[config.mk]
export PLATFORM = sky130hd
export DESIGN_NAME = ksel_cell
export DESIGN_NICKNAME = d
export VERILOG_FILES = /design/src/design/ksel_pkg.sv /design/src/design/ksel_cell.sv
export SDC_FILE = /design/constraint.sdc
export NUM_CORES = 1
export LEC_CHECK = 0
export BUFFER_PORTS_ARGS = -buffer_cell sky130_fd_sc_hd__buf_2
export CORE_MARGIN = 2
export CORE_UTILIZATION = 45
export DETAILED_ROUTE_END_ITERATION = 6
export PLACE_DENSITY = 0.79
export SYNTH_ARGS = -nofsm -noshare
export SYNTH_HDL_FRONTEND = slang
export SYNTH_SLANG_ARGS = --single-unit
[constraint.sdc]
create_clock -name clk -period 7.5 [get_ports clk]
set_input_delay 0.375 -clock clk [delete_from_list [all_inputs] [get_ports clk]]
set_output_delay 0.375 -clock clk [all_outputs]
set_load 0.005 [all_outputs]
[src/design/ksel_pkg.sv]
// ----------------------------------------------------------------------------
// ksel_pkg
// shared types and constants for the k-smallest edge selector
// ----------------------------------------------------------------------------
package ksel_pkg;

  localparam int unsigned NODE_W   = 16;
  localparam int unsigned WEIGHT_W = 32;
  localparam int unsigned KEEP_W   = 7;

  // one kept edge as held by a cell
  typedef struct packed {
    logic                       valid;
    logic signed [WEIGHT_W-1:0] weight;
    logic [NODE_W-1:0]          node_a;
    logic [NODE_W-1:0]          node_b;
  } entry_t;

  localparam entry_t ENTRY_EMPTY = '0;

  // per-cell step control
  typedef struct packed {
    logic insert;
    logic shift;
    logic in_range;
  } cell_ctrl_t;

  typedef enum logic {
    ST_COLLECT,
    ST_DRAIN
  } state_t;

endpackage

[src/design/ksel_cell.sv]
// ----------------------------------------------------------------------------
// ksel_cell
// one compare-and-shift cell of the sorted insertion chain
// ----------------------------------------------------------------------------
module ksel_cell (
  input  logic                 clk,
  input  logic                 rst_n,
  input  ksel_pkg::cell_ctrl_t ctrl,
  input  ksel_pkg::entry_t     new_e,
  input  ksel_pkg::entry_t     prev_e,
  input  logic                 prev_lt,
  output ksel_pkg::entry_t     cur_e,
  output logic                 lt
);

  ksel_pkg::entry_t ent_r;
  ksel_pkg::entry_t ent_nxt;

  // strictly smaller kept entry stays put, so equal weights go behind the new one
  assign lt = ent_r.valid && ctrl.in_range &&
              ($signed(ent_r.weight) < $signed(new_e.weight));

  always_comb begin
    ent_nxt = ent_r;
    if (ctrl.shift) begin
      ent_nxt = prev_e;
    end else if (ctrl.insert && !lt) begin
      if (prev_lt) begin
        ent_nxt = new_e;
      end else begin
        ent_nxt = prev_e;
      end
      ent_nxt.valid = ent_nxt.valid && ctrl.in_range;
    end
  end

  always_ff @(posedge clk) begin
    if (!rst_n) begin
      ent_r.valid <= 1'b0;
    end else begin
      ent_r <= ent_nxt;
    end
  end

  assign cur_e = ent_r;

endmodule

======== After elaboration in Yosys (flattened, before gate mapping) ========
Cells that the tools add are included.
operators by class
  order comparisons ....................... 1
  muxes and demuxes ....................... 5
  reduce and logical (&&, ||, !) cells .... 7
operators by type and width
  operator           number
  $mux 65            5
  $lt 32x32->1       1
  $logic_and 1x1->1  4
  $reduce_and 2->1   1
  $reduce_bool 2->1  1
  $logic_not 1->1    1
storage, ports and cells
  register bits after elaboration ......... 65
  input bits .............................. 136
  output and inout bits ................... 66
  logic and storage cells ................. 17

======== Longest topological paths before layout ========
  depth after elaboration ................. 9
  mapped depth ............................ 9
  mapped depth without buffers ............ 9

======== Least setup slack after synthesis ========
OpenSTA, ideal clock, no wires.
  path kind ............................... input -> register
  from .................................... input port new_e[38] (netlist name)
  to ...................................... register ent_r (netlist bit cur_e[0]), enable pin
  library setup time ...................... 0.429 ns
  data arrival time ....................... 3.524 ns
  data required time ...................... 7.071 ns
  setup slack ............................. 3.547 ns
  stages .................................. 9
  buffers on the path ..................... 0
  cells stage by stage .................... inv_1 ha_1 a21o_1 a211oi_1 o21ai_1 a2111o_1 a21oi_2 mux2i_1 and3_1
between the ends
  longest elaborated chain between the ends .. 6
RTL lines
  item                                line             source
  from (decl)                         ksel_cell.sv:9   input ksel_pkg::entry_t new_e,
  $lt 32x32->1                        ksel_cell.sv:21  ($signed(ent_r.weight) < $signed(new_e.weight));
  $logic_and 1x1->1                   ksel_cell.sv:20  assign lt = ent_r.valid && ctrl.in_range &&
  $logic_not 1->1                     ksel_cell.sv:27  end else if (ctrl.insert && !lt) begin
  $logic_and 1x1->1                   ksel_cell.sv:27
  $reduce_bool 2->1 (no source line)  -
  $reduce_and 2->1 (no source line)   -
  to (signal assigned)                ksel_cell.sv:41  ent_r <= ent_nxt;
  to (decl)                           ksel_cell.sv:16  ksel_pkg::entry_t ent_r;
No other way between the ends.
A chain may end at the register's enable or synchronous reset.

======== Worst setup path in the final report ========
  from .................................... register ent_r (netlist bit cur_e[38])
  to ...................................... register ent_r (netlist bit cur_e[16]), enable pin
between the ends
  longest elaborated chain between the ends .. 6
RTL lines
  item                                line
  $lt 32x32->1                        ksel_cell.sv:21
  $logic_and 1x1->1                   ksel_cell.sv:20
  $logic_not 1->1                     ksel_cell.sv:27
  $logic_and 1x1->1                   ksel_cell.sv:27
  $reduce_bool 2->1 (no source line)  -
  $reduce_and 2->1 (no source line)   -
No other way between the ends.

==> impl_metrics.toml <==
[detailed_routing]
vias = 2833
avgRoutedWirePerCell_um = 15.04
drt-initial-drc-count = 78
viasPerCell = 4.927
drc = 0
routed_wl_um = 8646
drt_first_pass_iters = 5
antenna_left = 0

[timing]
drv_slew = 0
tightest_slew_ns = 0.5977
maxSlewHeadroom_pct = 60.07
skew_ns = 0.01161
period_minus_slack_ns = 3.685
fmax_mhz = 271.4
hold_violations = 0
period_share_pct = 49.13
fin_tns_setup_ns = 0
setup_viol = 0
rsz0062_at_grt = "no"

[finish]
regArea_um2 = 1942
filler_cell_count = 620
multiInputGateArea_um2 = 1513
fin_nets = 635
synthToLayoutAreaGrowth_pct = 38.28
fin_cells = 575
num_antenna_cells = 0
postLayoutCellArea_um2 = 4962
drive_above_1_share_pct = 54.76
fin_util_pct = 64.22
largest_reg_flops = 65

[worst_setup_path]
cp_slowest_cell = "and3_2"
rrSetupSlack_ns = 3.81
path_cells = "ha_1, a21o_1, a211oi_1, o21ai_1, a2111o_1, a21oi_2, mux2i_1, and3_2, buf_4"
worst_ep_arrival_time_ns = 3.66
slowest_delay_ns = 0.62
crit_fanout = 40
critPathKind = "flop to flop"
endpoint_kind = "flop"
required_ns = 7.47
start_kind = "flop"

[placement]
dp.cells = 559
dp_hpwl_um = 6935
portBuffers = 201
gp_congestion = 0.7669
placed_area_um2 = 4720

[clocking]
tritoncts = "done"
clkTransAtPathRegs_ns = 0.07
postCtsHoldBufs = 0
clkLatencyLatePin_ns = 0.34
cts_max_level = 3
cts_max_path_buffers = 2
cts_resized = 0
cts.sinks = 65
cts-buffers-inserted = 9
post_cts_buffers = 0
clock-root-buffer = "clkbuf_8"

[power_and_ir_drop]
finalPower_w = 0.0009569
peakVddDrop_mv = 0.1225
p_leak_nw = 2.332
pwr_density_cell_nw_per_um2 = 192.8

[outcome]
outcome = "complete, no violations"

[die]
die_area_um2 = 8705
die_h_um = 93.30
num_rows = 32
initial_core_util_pct = 46.44
io_pins = 202
die_x_um = 93.30
core-area_um2 = 7727

[min_path]
hold_path_class = "input port to flop"

[job]
drv_cap = 0

[synth]
yosysMostFrequentCell = "edfxtp_1"
avgSynthCellArea_um2 = 13.75
synth.largest_area_cell = "edfxtp_1"
synth_commonest_cells = "edfxtp_1, mux2_2, ha_1, inv_1, mux2_1"
synth_compound_area_share_pct = 5.927
yosysSeqAreaShare_pct = 54.11
ys_types = 34
syn_area_um2 = 3588
synthSimpleGateAreaFrac_pct = 4.568
synth-xor-area-share_pct = 0.2441
synthesis.nets = 428
synth.top_cell.area_share_pct = 53.56
synth.area.top_cells = "edfxtp_1, ha_1, mux2_2"
synth_edf_count = 64
syn_inst = 261
synthAdderAreaFrac_pct = 10.81
ys_ff_latch = 65
async_flop_share_pct = 0
synth_top_family_by_area = "multiplexers"
synthFlopType = "edfxtp_1"
synth_mux_area_share_pct = 20.36
ys_warn_count = 0

[global_routing]
antenna_found_initial = 0
grt_pass1_wl_um = 13470
grt_max_degree = 47
grt_pass1_vias = 3022
overflow = 0
track_usage_pct = 20.41
where the power goes:
part / internal (W) / leakage, nW / switching, W
clock network: 0.000221 / 0.115 / 0.000138
registers: 0.000432 / 0.621 / 0.00000931
logic: 0.0000849 / 1.60 / 0.0000728
critical path: cells and delay by family, from the launching register on:
kind                     cells  cell delay [ns]
flip-flops                   1             0.40
adder cells (fa/ha/maj)      1             0.30
buffers and inverters        1             0.55
AND/OR/NAND/NOR              1             0.62
multiplexers                 1             0.27
AO/OA/AOI/OAI                5             1.17
metrics by stage:
step | setup slack [ns] | hold WS (ns)
floorplan | 3.547 | 0.5133
global placement | 3.863 | 0.5405
global route | 3.612 | 0.2948
detailed placement | 3.678 | 0.5599
CTS | 3.773 | 0.2833
finish | 3.815 | 0.3141
routing by layer:
metal  part of all wire [%]  track usage (%)  wire (um)
met5                      0                0          0
met4                    2.3            8.578        199
met3                    8.5            7.333        733
met2                     52            36.27       4474
met1                     37            21.80       3240
cells in the final DEF, fill, tap and decap left out, drive strengths merged, types with 3 or more instances in the layout:
cell    count
buf       203
edfxtp     64
mux2       64
inv        31
ha         31
a21oi      12
clkbuf      9
nand2       8
o21ai       7
nand3       4
nor2        4
a21o        3
bufinv      3
nor2b       3
worst paths after layout:
| kind | depth (start not counted) | endpoint | startpoint |
|---|---|---|---|
| max | 9 | cur_e[16]$_DFFE_PP_ | cur_e[38]$_DFFE_PP_ |
| min | 3 | cur_e[64]$_SDFFE_PN0P_ | rst_n |
| max reg2reg | 9 | cur_e[16]$_DFFE_PP_ | cur_e[38]$_DFFE_PP_ |
| min reg2reg | 2 | cur_e[64]$_SDFFE_PN0P_ | cur_e[64]$_SDFFE_PN0P_ |
final cells by class:
cell class	count	area share [%]
sequential	65	39.13
clock buffer	9	2.496
timing repair buffer	203	20.57
inverter	31	2.345
tap	102	2.572
clock inverter	7	2.395
multi-input combinational	158	30.48
cells by family after synthesis:
logic type / count (synthesis)
AND/OR/NAND/NOR: 30
buffers and inverters: 38
flip-flops: 65
AO/OA/AOI/OAI: 31
multiplexers: 65
XOR/XNOR: 1
adder cells (fa/ha/maj): 31
Note: power is estimated with default switching activity, not from simulation.
